==> src/rtl/qn_pkg.sv <==
// Shared widths, constants, beat types and register codes for the quaternion normalizer.
package qn_pkg;

	// Component format: signed Q1.F with F = COMP_WIDTH - 2
	localparam int COMP_WIDTH = 16;
	localparam int FRAC_BITS  = COMP_WIDTH - 2;
	localparam int NUM_LANES  = 4;

	// Datapath widths
	localparam int MAG_W   = COMP_WIDTH;              // |component|, up to 2^(W-1)
	localparam int SQ_W    = 2 * COMP_WIDTH;          // squared magnitude
	localparam int NORM_W  = 2 * COMP_WIDTH + 1;      // sum of four squares
	localparam int CFG_W   = 32;                      // widest register
	localparam int CMP_W   = (NORM_W > CFG_W) ? NORM_W : CFG_W;
	localparam int RES_W   = 4 * COMP_WIDTH + 2;      // signed residual of the root recurrence
	localparam int UPD_W   = 3 * COMP_WIDTH + 1;      // signed (2k-1)*N term
	localparam int K_W     = FRAC_BITS + 1;           // quotient, up to 2^F
	localparam int A_SHIFT = 2 * FRAC_BITS + 2;       // (m << (F+1))^2 = m^2 << (2F+2)
	localparam int ROOT_STAGES = FRAC_BITS + 1;       // one quotient bit per stage
	localparam int CFG_IDX_W = 2;

	localparam logic signed [COMP_WIDTH-1:0] UNIT_ONE = COMP_WIDTH'(1) << FRAC_BITS;
	localparam logic [CMP_W-1:0] NORM_ONE = CMP_W'(1) << (2 * FRAC_BITS);

	// Register reset values
	localparam logic             DROP_DEGEN_RST   = 1'b1;
	localparam logic [CFG_W-1:0] MIN_NORM_SQ_RST  = CFG_W'(1);
	localparam logic [CFG_W-1:0] UNIT_TOL_RST     = CFG_W'(268);

	// Register indexes
	typedef enum logic [CFG_IDX_W-1:0] {
		CFG_DROP_DEGEN   = CFG_IDX_W'(0),
		CFG_MIN_NORM_SQ  = CFG_IDX_W'(1),
		CFG_UNIT_TOL     = CFG_IDX_W'(2)
	} cfg_idx_t;

	typedef struct packed {
		logic             drop_degen;
		logic [CFG_W-1:0] min_norm_sq;
		logic [CFG_W-1:0] unit_tolerance;
	} cfg_t;

	typedef struct packed {
		logic signed [COMP_WIDTH-1:0] in_x;
		logic signed [COMP_WIDTH-1:0] in_y;
		logic signed [COMP_WIDTH-1:0] in_z;
		logic signed [COMP_WIDTH-1:0] in_w;
	} in_beat_t;

	typedef struct packed {
		logic signed [COMP_WIDTH-1:0] out_x;
		logic signed [COMP_WIDTH-1:0] out_y;
		logic signed [COMP_WIDTH-1:0] out_z;
		logic signed [COMP_WIDTH-1:0] out_w;
		logic                         status;
		logic                         off_unit;
	} out_beat_t;

	// One component inside the root recurrence
	typedef struct packed {
		logic                    neg;
		logic [K_W-1:0]          k;
		logic signed [RES_W-1:0] res;
		logic signed [UPD_W-1:0] upd;
	} lane_t;

	// Item state carried through the root stages
	typedef struct packed {
		lane_t [NUM_LANES-1:0] lane;
		logic [NORM_W-1:0]     norm;
		logic                  ident;
		logic                  off_unit;
	} root_t;

endpackage

==> src/rtl/qn_back.sv <==
// Output stage: restores signs, substitutes the identity, holds the result beat.
module qn_back (
	input  logic              clk,
	input  logic              arst_n,
	input  logic              up_valid,
	output logic              up_ready,
	input  qn_pkg::root_t     up_data,
	output logic              dn_valid,
	input  logic              dn_ready,
	output qn_pkg::out_beat_t dn_data
);

	logic              out_valid_q;
	qn_pkg::out_beat_t out_data_q;
	qn_pkg::out_beat_t beat_nxt;
	logic signed [qn_pkg::COMP_WIDTH-1:0] comp [qn_pkg::NUM_LANES];

	assign up_ready = !out_valid_q || dn_ready;

	// Signed result per lane; k <= 2^F always fits below the largest positive code
	always_comb begin
		for (int ln = 0; ln < qn_pkg::NUM_LANES; ln++) begin
			comp[ln] = up_data.lane[ln].neg
				? qn_pkg::COMP_WIDTH'(0) - qn_pkg::COMP_WIDTH'(up_data.lane[ln].k)
				: qn_pkg::COMP_WIDTH'(up_data.lane[ln].k);
		end
		if (up_data.ident) begin
			beat_nxt.out_x    = '0;
			beat_nxt.out_y    = '0;
			beat_nxt.out_z    = '0;
			beat_nxt.out_w    = qn_pkg::UNIT_ONE;
			beat_nxt.status   = 1'b1;
			beat_nxt.off_unit = 1'b0;
		end else begin
			beat_nxt.out_x    = comp[0];
			beat_nxt.out_y    = comp[1];
			beat_nxt.out_z    = comp[2];
			beat_nxt.out_w    = comp[3];
			beat_nxt.status   = 1'b0;
			beat_nxt.off_unit = up_data.off_unit;
		end
	end

	always_ff @(posedge clk or negedge arst_n) begin
		if (!arst_n) begin
			out_valid_q <= 1'b0;
		end else if (up_ready) begin
			out_valid_q <= up_valid;
		end
	end

	always_ff @(posedge clk) begin
		if (up_ready && up_valid) begin
			out_data_q <= beat_nxt;
		end
	end

	assign dn_valid = out_valid_q;
	assign dn_data  = out_data_q;

endmodule

==> config.mk <==
export PLATFORM = sky130hd
export DESIGN_NAME = qn_back
export DESIGN_NICKNAME = d
export VERILOG_FILES = /design/src/rtl/qn_pkg.sv /design/src/rtl/qn_back.sv
export SDC_FILE = /design/constraint.sdc
export NUM_CORES = 1
export LEC_CHECK = 0
export BUFFER_PORTS_ARGS = -buffer_cell sky130_fd_sc_hd__buf_2
export CORE_AREA = 2 2 244 246
export DETAILED_ROUTE_END_ITERATION = 8
export DIE_AREA = 0 0 246 248
export GPL_ROUTABILITY_DRIVEN = 0
export SYNTH_ARGS = -nofsm -noshare
export SYNTH_HDL_FRONTEND = slang
export SYNTH_SLANG_ARGS = --single-unit
export TNS_END_PERCENT = 5
==> constraint.sdc <==
create_clock -name clk -period 3.5 [get_ports clk]
set_input_delay 0.875 -clock clk [delete_from_list [all_inputs] [get_ports clk]]
set_output_delay 0.875 -clock clk [all_outputs]
set_load 0.05 [all_outputs]
* After elaboration in Yosys (flattened, before gate mapping)
Cells that the tools add are included.
** Storage, ports and cells
- Word-level logic and storage cells :: 31
- Bits in registers :: 67
- Output and inout bits :: 68
- Input port bits :: 563
** Operators by class
- Reductions and logical operators :: 7
- Bitwise operators :: 4
- Add/subtract/negate cells :: 4
- Multiplexer cells :: 5
** Operators with widths (count)
- $sub 1x15->16 const A :: 4
- $mux 15 :: 4
- $reduce_or 2->1 :: 4
- $not 1->1 :: 4
- $mux 2 :: 1
- $logic_and 1x1->1 :: 1
- $logic_not 1->1 :: 1
- $logic_or 1x1->1 :: 1

* Depth between registers and ports, before layout
- Depth after elaboration :: 3
- Mapped depth :: 6
- Mapped depth without buffers :: 6

* Least setup slack after synthesis
No wires, ideal clock.
- Path type :: in2reg
- Start :: input dn_ready
- End :: register out_data_q (netlist bit dn_data[0]) (enable)
- Buffers on the path :: 0
- Stages :: 2
- Library setup time :: 431 ps
- Path slack :: 99 ps
- Data arrival time :: 2971 ps
- Data required time :: 3069 ps
- Cells stage by stage :: nand2b_1 and2_1
** On the way
- Cells in the longest elaborated chain, start to end :: 2
** Ends and longest elaborated chain
- start: declaration :: line qn_back.sv:9 : input logic dn_ready,
- $logic_or 1x1->1 :: line qn_back.sv:18 : assign up_ready = !out_valid_q || dn_ready;
- $logic_and 1x1->1 :: line qn_back.sv:53 : if (up_ready && up_valid) begin
- end signal: assignment :: line qn_back.sv:54 : out_data_q <= beat_nxt;
- end: declaration :: line qn_back.sv:14 : qn_pkg::out_beat_t out_data_q;
Every way passes these cells.
A chain may end at the register's enable or synchronous reset.

* Final worst setup path
- Start :: input dn_ready
- End :: output up_ready
** On the way
- Cells in the longest elaborated chain, start to end :: 1
** Ends and longest elaborated chain
- $logic_or 1x1->1 :: line qn_back.sv:18
- end: declaration :: line qn_back.sv:6 : output logic up_ready,
Every way passes these cells.

==> impl_metrics.py <==
metrics = {
    "outcome": {
        "outcome": "completed",
    },
    "cts": {
        "clock_sinks": 67,
        "cts_buffer_depth": 2,
        "postCtsHoldBufs": 0,
        "numCtsBuffers": 9,
        "post_cts_resized": 0,
        "worst_skew_pair.late_latency_ps": 360,
        "postCtsSetupBuffers": 0,
        "clockRootBuffer": "clkbuf_16",
        "htreeDepth": 3,
        "path_clk_slew_ps": 60,
        "cts_tree": "yes",
    },
    "sta": {
        "worst-slew-pin-transition_ps": 765,
        "slew_violations": 0,
        "setup_viol": 0,
        "grt_setup_unrepaired": "false",
        "period_needed_ps": 2440,
        "relSlewSlack": 0.485,
        "fin_skew_ps": 10.6,
        "hold_viol": 0,
        "fmax_ghz": 0.410,
        "fin_crit_sh": 0.697,
        "worst_slack_ps": 1060,
        "tns_ps": 0,
    },
    "worst_setup_path": {
        "worst-path-max-fanout": 3,
        "critPathCaptureType": "output pin",
        "max_stage_delay_ps": 330,
        "critPathBufInv": 2,
        "timing.rr.end": "dn_data[13]$_SDFFCE_PP0P_",
        "r2r_start": "dn_valid$_DFFE_PN0N_",
        "r2r_slack_ps": 1750,
        "crit_type": "input port to output pin",
        "crit_required_ps": 2620,
        "cpMostUsedCell": "buf_2",
        "slowest_stage": "buf_2",
        "path_delay_family": "buffers and inverters",
        "worstPathArrival_ps": 1560,
        "r2r_cells": 3,
        "path_cells": "buf_2 -> nand2b_1 -> buf_2",
        "start_kind": "input port",
    },
    "synth": {
        "ys_seq_elements": 67,
        "async_flop_share": 0.0149,
        "synthCells": 327,
        "avgSynthCellArea_um2": 11.4,
        "synth-edff-count": 66,
        "syn_area_um2": 3730,
        "synth_top_area_cell": "edfxtp_1",
        "synth_most_common_cell": "edfxtp_1",
        "synth_top_cell_area_share": 0.532,
        "synthTopCellsByArea": "edfxtp_1 (53%), xor2_1 (6.8%), nor2_1 (6.3%), xnor2_1 (3.3%), o41ai_2 (3.1%)",
        "ys_seq_area_frac": 0.539,
        "yosysUniqueCellTypes": 40,
        "yosysWarnings": 0,
        "syn-num-nets": 894,
        "yosys_most_used_dff": "edfxtp_1",
        "synth_common_cells": "edfxtp_1 (66), nor2_1 (63), xor2_1 (29)",
    },
    "route": {
        "finalWirelength_um": 13600,
        "avgRoutedWirePerCell_um": 10.9,
        "route.detailed.drc": 0,
        "dr_total_vias": 3086,
        "drt_first_iter_violations": 119,
        "postRouteAntennaNets": 0,
        "vias_per_cell": 2.48,
        "drt_first_pass_iters": 4,
    },
    "grt": {
        "grt_pass1_vias": 2987,
        "grt_pass1_wl_um": 19200,
        "overflow": 0,
        "grt_max_degree": 44,
        "antenna_found_initial": 3,
        "grt_usage": 0.0450,
    },
    "finish": {
        "final_util": 0.0971,
        "final_nets": 1032,
        "layout-drive-gt1-share": 0.381,
        "finalNonFillerCells": 1243,
        "fill_cells": 6730,
        "area_growth_pct": 52.3,
        "n_antenna_cell": 0,
    },
    "floorplanning": {
        "die_h_um": 248,
        "core_area_um2": 58500,
        "rows": 89,
        "pin_count": 631,
        "start_util": 0.0637,
        "dieWidth_um": 246,
        "dieArea_um2": 61000,
    },
    "place": {
        "place.port_buffers": 137,
        "pre_cts_slack_ps": 765,
        "place_hpwl_um": 10900,
        "place_inst": 1227,
    },
    "pwr": {
        "vdd_ir_drop_max_mv": 0.216,
        "powerDensity_nw_per_um2": 435,
        "leakage_nw": 1.99,
    },
    "hold_path": {
        "hold_path.class": "input port to asynchronous set/reset pin",
    },
    "run": {
        "maxCapViolations": 0,
    },
}
[registers in the layout (all words and copies together), names as in the netlist]
register / flops
dn_data: 66
dn_valid: 1
[logic make-up after synthesis]
logic type,synth area share
AO/OA/AOI/OAI,0.126
buffers and inverters,0.0306
AND/OR/NAND/NOR,0.172
multiplexers,0.0188
flip-flops,0.539
adder cells (fa/ha/maj),0.0134
XOR/XNOR,0.101
[worst max-delay path by stage]
stage                             from                   endpoint  slack [ps]  cells after the start
after floorplan               dn_ready   dn_data[0]$_SDFFCE_PP0P_         100                      2
after global placement    up_data[290]  dn_data[48]$_SDFFCE_PP0P_         800                      5
after detailed placement  up_data[290]  dn_data[48]$_SDFFCE_PP0P_         760                      5
after CTS                     dn_ready                   up_ready        1020                      3
after global routing          dn_ready                   up_ready        1020                      3
final                         dn_ready                   up_ready        1060                      3
[area by class of cell]
class	count	area, um2	share of cell area
repair buffers	141	741	0.131
well taps	773	967	0.170
multi-input cells	232	1610	0.283
clock inverters	7	75.1	0.0132
flip-flops and latches	67	2010	0.354
clock buffers	9	225	0.0397
inverters	14	52.6	0.00926
[metal layers]
metal,GRT usage,share of wire,up-vias
li1,-,-,1494
met4,0.0194,0.019,2
met1,0.0581,0.45,1441
met2,0.0659,0.44,132
met3,0.0178,0.086,17
met5,0,0.00081,-
[cell usage in the layout (no fill, tap or decap), drive strengths merged, types with 4 or more instances in the layout]
| master | count |
|---|---|
| a21oi | 13 |
| a31oi | 4 |
| a41oi | 5 |
| buf | 141 |
| clkbuf | 9 |
| edfxtp | 66 |
| ha | 4 |
| inv | 15 |
| mux2i | 4 |
| nand2b | 5 |
| nor2 | 63 |
| nor3 | 5 |
| nor4 | 9 |
| o21ai | 12 |
| o31ai | 12 |
| o41ai | 11 |
| or2 | 4 |
| or3 | 13 |
| or4 | 9 |
| xnor2 | 14 |
| xor2 | 29 |
[worst register-to-register path, cell delays in order, from the launching register on]
cell      delay, ps
dfrtp_1         370
nand2b_1        250
and2_4          440
buf_12          280
[power by group]
part	internal, mW	switching [mW]
Combinational	0.139	0.383
Clock	0.556	0.424
Sequential	0.949	0.0173
Total	1.64	0.825
[stage by stage]
| step | area [um2] | total power, mW | hold WS [ps] |
|---|---|---|---|
| 2_1_floorplan | 3730 | 1.32 | 579 |
| 3_3_place_gp | 5380 | 1.51 | 651 |
| 3_5_place_dp | 5380 | 1.52 | 651 |
| 4_1_cts | 5680 | 2.55 | 252 |
| 5_1_grt | 5680 | 2.60 | 257 |
| 6_report | 5680 | 2.47 | 284 |
(Power assumes the default switching activity.)
