==> src/rtl/qn_pkg.sv <==
// Shared widths, constants, beat types and register codes for the quaternion normalizer.
package qn_pkg;

	// Component format: signed Q1.F with F = COMP_WIDTH - 2
	localparam int COMP_WIDTH = 16;
	localparam int FRAC_BITS  = COMP_WIDTH - 2;
	localparam int NUM_LANES  = 4;

	// Datapath widths
	localparam int MAG_W   = COMP_WIDTH;              // |component|, up to 2^(W-1)
	localparam int SQ_W    = 2 * COMP_WIDTH;          // squared magnitude
	localparam int NORM_W  = 2 * COMP_WIDTH + 1;      // sum of four squares
	localparam int CFG_W   = 32;                      // widest register
	localparam int CMP_W   = (NORM_W > CFG_W) ? NORM_W : CFG_W;
	localparam int RES_W   = 4 * COMP_WIDTH + 2;      // signed residual of the root recurrence
	localparam int UPD_W   = 3 * COMP_WIDTH + 1;      // signed (2k-1)*N term
	localparam int K_W     = FRAC_BITS + 1;           // quotient, up to 2^F
	localparam int A_SHIFT = 2 * FRAC_BITS + 2;       // (m << (F+1))^2 = m^2 << (2F+2)
	localparam int ROOT_STAGES = FRAC_BITS + 1;       // one quotient bit per stage
	localparam int CFG_IDX_W = 2;

	localparam logic signed [COMP_WIDTH-1:0] UNIT_ONE = COMP_WIDTH'(1) << FRAC_BITS;
	localparam logic [CMP_W-1:0] NORM_ONE = CMP_W'(1) << (2 * FRAC_BITS);

	// Register reset values
	localparam logic             DROP_DEGEN_RST   = 1'b1;
	localparam logic [CFG_W-1:0] MIN_NORM_SQ_RST  = CFG_W'(1);
	localparam logic [CFG_W-1:0] UNIT_TOL_RST     = CFG_W'(268);

	// Register indexes
	typedef enum logic [CFG_IDX_W-1:0] {
		CFG_DROP_DEGEN   = CFG_IDX_W'(0),
		CFG_MIN_NORM_SQ  = CFG_IDX_W'(1),
		CFG_UNIT_TOL     = CFG_IDX_W'(2)
	} cfg_idx_t;

	typedef struct packed {
		logic             drop_degen;
		logic [CFG_W-1:0] min_norm_sq;
		logic [CFG_W-1:0] unit_tolerance;
	} cfg_t;

	typedef struct packed {
		logic signed [COMP_WIDTH-1:0] in_x;
		logic signed [COMP_WIDTH-1:0] in_y;
		logic signed [COMP_WIDTH-1:0] in_z;
		logic signed [COMP_WIDTH-1:0] in_w;
	} in_beat_t;

	typedef struct packed {
		logic signed [COMP_WIDTH-1:0] out_x;
		logic signed [COMP_WIDTH-1:0] out_y;
		logic signed [COMP_WIDTH-1:0] out_z;
		logic signed [COMP_WIDTH-1:0] out_w;
		logic                         status;
		logic                         off_unit;
	} out_beat_t;

	// One component inside the root recurrence
	typedef struct packed {
		logic                    neg;
		logic [K_W-1:0]          k;
		logic signed [RES_W-1:0] res;
		logic signed [UPD_W-1:0] upd;
	} lane_t;

	// Item state carried through the root stages
	typedef struct packed {
		lane_t [NUM_LANES-1:0] lane;
		logic [NORM_W-1:0]     norm;
		logic                  ident;
		logic                  off_unit;
	} root_t;

endpackage

==> src/rtl/qn_front.sv <==
// Front stages: magnitudes, squares, squared norm, degenerate and off-unit checks.
module qn_front (
	input  logic              clk,
	input  logic              arst_n,
	input  qn_pkg::cfg_t      cfg,
	input  logic              up_valid,
	output logic              up_ready,
	input  qn_pkg::in_beat_t  up_data,
	output logic              dn_valid,
	input  logic              dn_ready,
	output qn_pkg::root_t     dn_data
);

	logic v_s1, v_s2, v_s3, v_s4;
	logic rdy_s1, rdy_s2, rdy_s3, rdy_s4;

	logic [qn_pkg::MAG_W-1:0]  mag_s1 [qn_pkg::NUM_LANES];
	logic                      neg_s1 [qn_pkg::NUM_LANES];
	logic [qn_pkg::SQ_W-1:0]   sq_s2  [qn_pkg::NUM_LANES];
	logic                      neg_s2 [qn_pkg::NUM_LANES];
	logic [qn_pkg::SQ_W-1:0]   sq_s3  [qn_pkg::NUM_LANES];
	logic                      neg_s3 [qn_pkg::NUM_LANES];
	logic [qn_pkg::NORM_W-1:0] norm_s3;
	qn_pkg::root_t             item_s4;

	logic signed [qn_pkg::COMP_WIDTH-1:0] comp [qn_pkg::NUM_LANES];
	logic [qn_pkg::CMP_W-1:0] norm_c, dev;
	logic                     degen, keep;
	qn_pkg::root_t            item_nxt;

	// Stage handshake: a stage takes a beat when empty or when it drains
	assign rdy_s4   = !v_s4 || dn_ready;
	assign rdy_s3   = !v_s3 || rdy_s4;
	assign rdy_s2   = !v_s2 || rdy_s3;
	assign rdy_s1   = !v_s1 || rdy_s2;
	assign up_ready = rdy_s1;

	assign comp[0] = up_data.in_x;
	assign comp[1] = up_data.in_y;
	assign comp[2] = up_data.in_z;
	assign comp[3] = up_data.in_w;

	always_ff @(posedge clk or negedge arst_n) begin
		if (!arst_n) begin
			v_s1 <= 1'b0;
			v_s2 <= 1'b0;
			v_s3 <= 1'b0;
			v_s4 <= 1'b0;
		end else begin
			if (rdy_s1) v_s1 <= up_valid;
			if (rdy_s2) v_s2 <= v_s1;
			if (rdy_s3) v_s3 <= v_s2;
			if (rdy_s4) v_s4 <= v_s3 && keep;
		end
	end

	// s1: sign and magnitude (most negative code maps to 2^(W-1))
	always_ff @(posedge clk) begin
		if (rdy_s1 && up_valid) begin
			for (int ln = 0; ln < qn_pkg::NUM_LANES; ln++) begin
				neg_s1[ln] <= comp[ln][qn_pkg::COMP_WIDTH-1];
				mag_s1[ln] <= comp[ln][qn_pkg::COMP_WIDTH-1]
					? qn_pkg::MAG_W'(-comp[ln]) : qn_pkg::MAG_W'(comp[ln]);
			end
		end
	end

	// s2: one square per lane
	always_ff @(posedge clk) begin
		if (rdy_s2 && v_s1) begin
			for (int ln = 0; ln < qn_pkg::NUM_LANES; ln++) begin
				sq_s2[ln]  <= qn_pkg::SQ_W'(mag_s1[ln]) * qn_pkg::SQ_W'(mag_s1[ln]);
				neg_s2[ln] <= neg_s1[ln];
			end
		end
	end

	// s3: squared norm, exact
	always_ff @(posedge clk) begin
		if (rdy_s3 && v_s2) begin
			norm_s3 <= qn_pkg::NORM_W'(sq_s2[0]) + qn_pkg::NORM_W'(sq_s2[1])
				+ qn_pkg::NORM_W'(sq_s2[2]) + qn_pkg::NORM_W'(sq_s2[3]);
			for (int ln = 0; ln < qn_pkg::NUM_LANES; ln++) begin
				sq_s3[ln]  <= sq_s2[ln];
				neg_s3[ln] <= neg_s2[ln];
			end
		end
	end

	// s4 inputs: classify and seed the root recurrence with k = 0
	always_comb begin
		norm_c = qn_pkg::CMP_W'(norm_s3);
		degen  = (norm_s3 == '0) || (norm_c < qn_pkg::CMP_W'(cfg.min_norm_sq));
		keep   = !(degen && cfg.drop_degen);
		dev    = (norm_c >= qn_pkg::NORM_ONE) ? norm_c - qn_pkg::NORM_ONE
			: qn_pkg::NORM_ONE - norm_c;
		item_nxt.norm     = norm_s3;
		item_nxt.ident    = degen;
		item_nxt.off_unit = !degen && (dev > qn_pkg::CMP_W'(cfg.unit_tolerance));
		for (int ln = 0; ln < qn_pkg::NUM_LANES; ln++) begin
			item_nxt.lane[ln].neg = neg_s3[ln];
			item_nxt.lane[ln].k   = '0;
			// residual = A - (2k-1)^2 N with k = 0
			item_nxt.lane[ln].res = (qn_pkg::RES_W'(sq_s3[ln]) << qn_pkg::A_SHIFT)
				- qn_pkg::RES_W'(norm_s3);
			// (2k-1) N with k = 0
			item_nxt.lane[ln].upd = qn_pkg::UPD_W'(0) - qn_pkg::UPD_W'(norm_s3);
		end
	end

	always_ff @(posedge clk) begin
		if (rdy_s4 && v_s3) begin
			item_s4 <= item_nxt;
		end
	end

	assign dn_valid = v_s4;
	assign dn_data  = item_s4;

endmodule

==> config.mk <==
export PLATFORM = sky130hd
export DESIGN_NAME = qn_front
export DESIGN_NICKNAME = d
export VERILOG_FILES = /design/src/rtl/qn_pkg.sv /design/src/rtl/qn_front.sv
export SDC_FILE = /design/constraint.sdc
export NUM_CORES = 2
export LEC_CHECK = 0
export BUFFER_PORTS_ARGS = -buffer_cell sky130_fd_sc_hd__buf_2
export CAP_MARGIN = 0
export CELL_PAD_IN_SITES_DETAIL_PLACEMENT = 2
export CELL_PAD_IN_SITES_GLOBAL_PLACEMENT = 2
export CORE_MARGIN = 3
export CORE_UTILIZATION = 36
export CTS_BUF_LIST = sky130_fd_sc_hd__clkbuf_8
export DETAILED_ROUTE_END_ITERATION = 8
export PLACE_DENSITY = 0.86
export SETUP_SLACK_MARGIN = 0.15
export SKIP_LAST_GASP = 1
export SYNTH_ARGS = -nofsm -noshare
export SYNTH_HDL_FRONTEND = slang
export SYNTH_SLANG_ARGS = --single-unit
==> constraint.sdc <==
create_clock -name clk -period 10.1 [get_ports clk]
set_input_delay 1.515 -clock clk [delete_from_list [all_inputs] [get_ports clk]]
set_output_delay 1.515 -clock clk [all_outputs]
set_load 0.03 [all_outputs]
After elaboration in Yosys (flattened, before gate mapping)

Memory sizes are Yosys's and may differ from the RTL's. A register that Yosys moved wholly into a read port is not among the register bits.
Cells that the tools add are included.
W data, S select, Z words.

Add/sub/neg operators: 14
Multiply operators: 4
$lt $le $gt $ge: 3
Mux-type cells: 11
Reductions and logical operators: 19

Operator list:

| cell                     | number |
|---|---|
| $sub A62 B33 Y63         | 4 |
| $mul A16 B16 Y32         | 4 |
| $add A33 B32 Y33         | 2 |
| $mux W16                 | 4 |
| $neg A16 Y16             | 4 |
| $sub A1 B33 Y34 const A  | 1 |
| $add A32 B32 Y33         | 1 |
| $ge A33 B29 Y1 const B   | 1 |
| $gt A33 B32 Y1           | 1 |
| $logic_not A33 Y1        | 1 |
| $lt A33 B32 Y1           | 1 |
| $mux W33                 | 1 |
| $sub A29 B33 Y33 const A | 1 |
| $sub A33 B29 Y33 const B | 1 |
| $logic_and A1 B1 Y1      | 7 |
| $logic_not A1 Y1         | 6 |
| $mux W1                  | 6 |
| $logic_or A1 B1 Y1       | 5 |

Bits in registers: 385
RAM bits: 332
Logic and storage cells: 70
Memories: 6

Memory list:

| memory | words | width | rd ports | clocked after Yosys merged registers in | wr ports | line           | RTL |
|---|---|---|---|---|---|---|---|
| sq_s2  | 4     | 32    | 4        | 0                                       | 4        | qn_front.sv:19 | `logic [qn_pkg::SQ_W-1:0] sq_s2 [qn_pkg::NUM_LANES];` |
| sq_s3  | 4     | 32    | 4        | 0                                       | 4        | qn_front.sv:21 | `logic [qn_pkg::SQ_W-1:0] sq_s3 [qn_pkg::NUM_LANES];` |
| mag_s1 | 4     | 16    | 4        | 0                                       | 4        | qn_front.sv:17 | `logic [qn_pkg::MAG_W-1:0] mag_s1 [qn_pkg::NUM_LANES];` |
| neg_s1 | 4     | 1     | 4        | 0                                       | 4        | qn_front.sv:18 | `logic neg_s1 [qn_pkg::NUM_LANES];` |
| neg_s2 | 4     | 1     | 4        | 0                                       | 4        | qn_front.sv:20 | `logic neg_s2 [qn_pkg::NUM_LANES];` |
| neg_s3 | 4     | 1     | 4        | 4                                       | 4        | qn_front.sv:22 | `logic neg_s3 [qn_pkg::NUM_LANES];` |

Logic depth before layout (Yosys ltp)

Depth in word-level cells: 8
Depth in mapped cells: 26

Least setup slack after synthesis

OpenSTA, ideal clock, no wires.

Kind: in2reg
From: input port dn_ready
To: register item_s4 (netlist bit dn_data[0]) (enable)
Setup time: 796 ps
Data arrival time: 10590 ps
Slack: -1286 ps
Stages: 2
Buffers on the path: 0
Path through: nor2b_1 > nor2b_1

Word-level cells in the longest chain between the ends: 2

Ends and longest elaborated chain:

| item                 | line            | RTL |
|---|---|---|
| start, declared      | qn_front.sv:10  | `input logic dn_ready,` |
| $logic_or A1 B1 Y1   | qn_front.sv:32  | `assign rdy_s4 = !v_s4 \|\| dn_ready;` |
| $logic_and A1 B1 Y1  | qn_front.sv:112 | `if (rdy_s4 && v_s3) begin` |
| end signal, assigned | qn_front.sv:113 | `item_s4 <= item_nxt;` |
| end, declared        | qn_front.sv:24  | `qn_pkg::root_t item_s4;` |

No other way between the ends.
A chain may end at the register's enable or synchronous reset.

==> impl_metrics.py <==
metrics = {
    "outcome": {
        "outcome": "completed",
    },
    "placed_design": {
        "hpwl_um": 177000,
        "gp_congestion": 0.889,
        "port_buffers": 633,
    },
    "timing": {
        "period_needed_ns": 7.74,
        "fmax_mhz": 129,
        "drv_slew": 0,
        "worstMarginPinSlew_ns": 1.11,
        "finClkSkew_ns": 0.0674,
        "slew_headroom": 0.238,
        "setup_viol": 0,
        "hold_violations": 0,
        "setup_tns_ns": 0,
        "rsz0062_at_grt": "false",
        "post-route-period-util": 0.766,
    },
    "synth": {
        "synth_top_cell_by_area": "edfxtp_1",
        "synth_top_family_by_area": "adder cells",
        "synthAdderAreaFrac": 0.358,
        "synth_compound_area_frac": 0.0574,
        "syn_area_sq_um": 57900,
        "yosys.area_share.simple": 0.106,
        "synth_edf_count": 561,
        "netlist-cell-type-count": 78,
        "synth.area.top_cells": "edfxtp_1 29%, fa_1 25%, ha_1 11%",
        "ys_ff_latch": 565,
        "yosysWarnings": 0,
        "async_reset_ff_frac": 0.00708,
        "synth-xor-area-share": 0.0595,
        "synth_top_area_share": 0.291,
        "seq_area_frac_synth": 0.293,
        "ys.flop_type": "edfxtp_1",
        "synth.area.mux_share": 0.00166,
        "postSynthAreaPerCell_sq_um": 10.5,
        "synth_cells": 5498,
    },
    "worst_setup_path": {
        "cp-end-kind": "register",
        "reg2reg_slack_ns": 2.36,
        "critPathKind": "reg2reg",
        "reg2reg_depth": 20,
        "worstSetupStartpointType": "register",
        "worstPathRequired_ns": 10.65,
        "r2r_start": "mag_s1[0][4]$_DFFE_PP_",
        "crit_arrival_ns": 8.29,
        "r2r-end": "sq_s2[0][30]$_DFFE_PP_",
        "path_max_fanout": 18,
        "worstSetupStartpoint": "mag_s1[0][4]$_DFFE_PP_",
    },
    "finish": {
        "mostFrequentLayoutCells": "1137 x inv_1, 715 x fa_1, 633 x buf_2",
        "syn_to_final_growth_pct": 9.09,
        "nets": 7214,
        "fillCellCount": 16900,
        "mostFrequentLayoutCell": "inv_1",
        "drive_gt1_frac": 0.142,
    },
    "clocking": {
        "post_cts_resized": 0,
        "clockRootBuffer": "clkbuf_8",
        "clkSlewWorstSetupHoldPaths_ns": 0.06,
        "postCtsHoldBufs": 0,
        "clock_path_buffers": 3,
        "insertion_delay_ns": 0.86,
        "htree_levels": 3,
        "cts_tree": "yes",
        "cts_setup_buffers": 0,
        "cts_sinks": 565,
        "numCtsBuffers": 107,
    },
    "min_path": {
        "hold_class": "reg2reg",
        "hold_path_depth": 0,
        "min-delay-start": "neg_s2[0]$_DFFE_PP_",
        "holdPathEnd": "neg_s3[0]$_DFFE_PP_",
    },
    "global_routing": {
        "grt_pass1_wl_um": 324000,
        "grt-ovfl-total": 0,
        "antenna_found_initial": 21,
        "grt_pass1_vias": 48800,
        "grt_max_degree": 148,
        "grt_usage": 0.266,
    },
    "die": {
        "core_area_sq_um": 159000,
        "row_count": 146,
        "dieArea_sq_um": 166000,
        "die_w_um": 407,
        "boundaryPins": 694,
        "start_util": 0.364,
        "die_h_um": 407,
    },
    "routing": {
        "drc": 0,
        "drtAntennaViolNets": 0,
        "wl_per_cell_um": 27.4,
        "drtIter0Drc": 2865,
        "firstDrtPassIters": 5,
        "routed_wl_um": 222000,
        "vias": 42000,
        "via_per_inst": 5.19,
    },
    "flow_run": {
        "cap_violations": 0,
    },
}
## cells by family after synthesis
logic type / count (synthesis)
buf+inv: 1569
fa+ha+maj: 1228
simple gates: 1224
flops: 565
compound gates: 508
xor+xnor: 393
mux: 9
other cells: 2
## sequential cells by signal (all words and copies together) (netlist names)
register,count
neg_s2,4
norm_c,33
v_s2,1
v_s1,1
neg_s1,4
sq_s3,124
neg_s3,4
mag_s1,64
v_s3,1
dn_data,204
sq_s2,124
dn_valid,1
## how the worst max path moves through the flow
stage | end | slack (ns) | depth (start not counted)
finish | sq_s2[0][30]$_DFFE_PP_ | 2.36 | 20
floorplan | dn_data[0]$_DFFE_PP_ | 2.73 | 2
detailed placement | sq_s2[1][31]$_DFFE_PP_ | 2.67 | 20
global route | sq_s2[0][30]$_DFFE_PP_ | 2.05 | 22
global placement | sq_s2[1][31]$_DFFE_PP_ | 2.98 | 20
CTS | sq_s2[0][30]$_DFFE_PP_ | 2.43 | 20
## Yosys cell counts (7+ instances only)
| library cell | instances |
|---|---|
| nand4_1 | 21 |
| or3_1 | 34 |
| nand2b_1 | 47 |
| nor2b_1 | 40 |
| nor2_1 | 208 |
| a21o_1 | 72 |
| or4_1 | 20 |
| xor2_1 | 143 |
| a21oi_1 | 146 |
| and4_1 | 9 |
| nor3_1 | 74 |
| edfxtp_1 | 561 |
| a211oi_1 | 16 |
| nand3b_1 | 10 |
| a31oi_1 | 14 |
| and2_1 | 190 |
| inv_1 | 1110 |
| or2_2 | 14 |
| and3_1 | 23 |
| fa_1 | 715 |
| nand2_1 | 427 |
| nand3_1 | 46 |
| a211o_1 | 8 |
| o21ai_0 | 89 |
| xnor2_1 | 250 |
| o311ai_0 | 7 |
| o21bai_1 | 23 |
| o41ai_1 | 8 |
| clkbuf_1 | 98 |
| ha_1 | 513 |
| o31ai_1 | 28 |
| buf_4 | 356 |
| a31o_2 | 11 |
| o21a_1 | 30 |
| o211ai_1 | 11 |
| nor4_1 | 28 |
## layout make-up
class / count / area (sq um) / share of cell area
Sequential cell: 565 / 16900 / 0.268
Timing Repair Buffer: 644 / 3260 / 0.0517
Inverter: 1110 / 4170 / 0.0660
Clock inverter: 83 / 609 / 0.00965
Clock buffer: 108 / 1490 / 0.0235
Tap cell: 2146 / 2690 / 0.0425
Multi-Input combinational cell: 3425 / 34000 / 0.538
Antenna cell: 10 / 25.0 / 0.000396
## layer usage
layer | up-vias | part of all wire | track usage
met5 | - | 0.00017 | 0
met4 | 6 | 0.059 | 0.144
met3 | 490 | 0.056 | 0.0397
met2 | 1505 | 0.50 | 0.470
met1 | 22100 | 0.38 | 0.309
li1 | 17900 | - | -
## stage by stage
stage | utilization | cell area, sq um | hold slack [ns] | setup slack, ns | std cells
after floorplan | - | 58100 | 0.400 | 2.73 | 5559
after global placement | 0.384 | 61000 | 0.404 | 2.98 | 7890
after detailed placement | 0.384 | 61000 | 0.410 | 2.67 | 7890
after CTS | 0.397 | 63100 | 0.421 | 2.43 | 8081
after global routing | 0.397 | 63100 | 0.433 | 2.05 | 8085
final | 0.397 | 63200 | 0.419 | 2.36 | 8091
## critical path, cell delays in order (launching register included)
cell      delay (ns)
edfxtp_1        0.98
nand2_1         0.22
inv_1           0.13
fa_1            0.41
inv_1           0.09
fa_1            0.44
inv_1           0.10
fa_1            0.44
fa_1            0.52
fa_1            0.50
inv_1           0.06
fa_1            0.48
inv_1           0.04
ha_1            0.38
nand3_1         0.19
o311ai_0        0.82
a31oi_1         0.25
o31ai_1         0.71
a21oi_1         0.22
nor3_1          0.33
a211oi_1        0.13
Power is left out: the tool's default activity adds up to more than one toggle a clock period on the data nets, which glitch-free logic cannot reach.
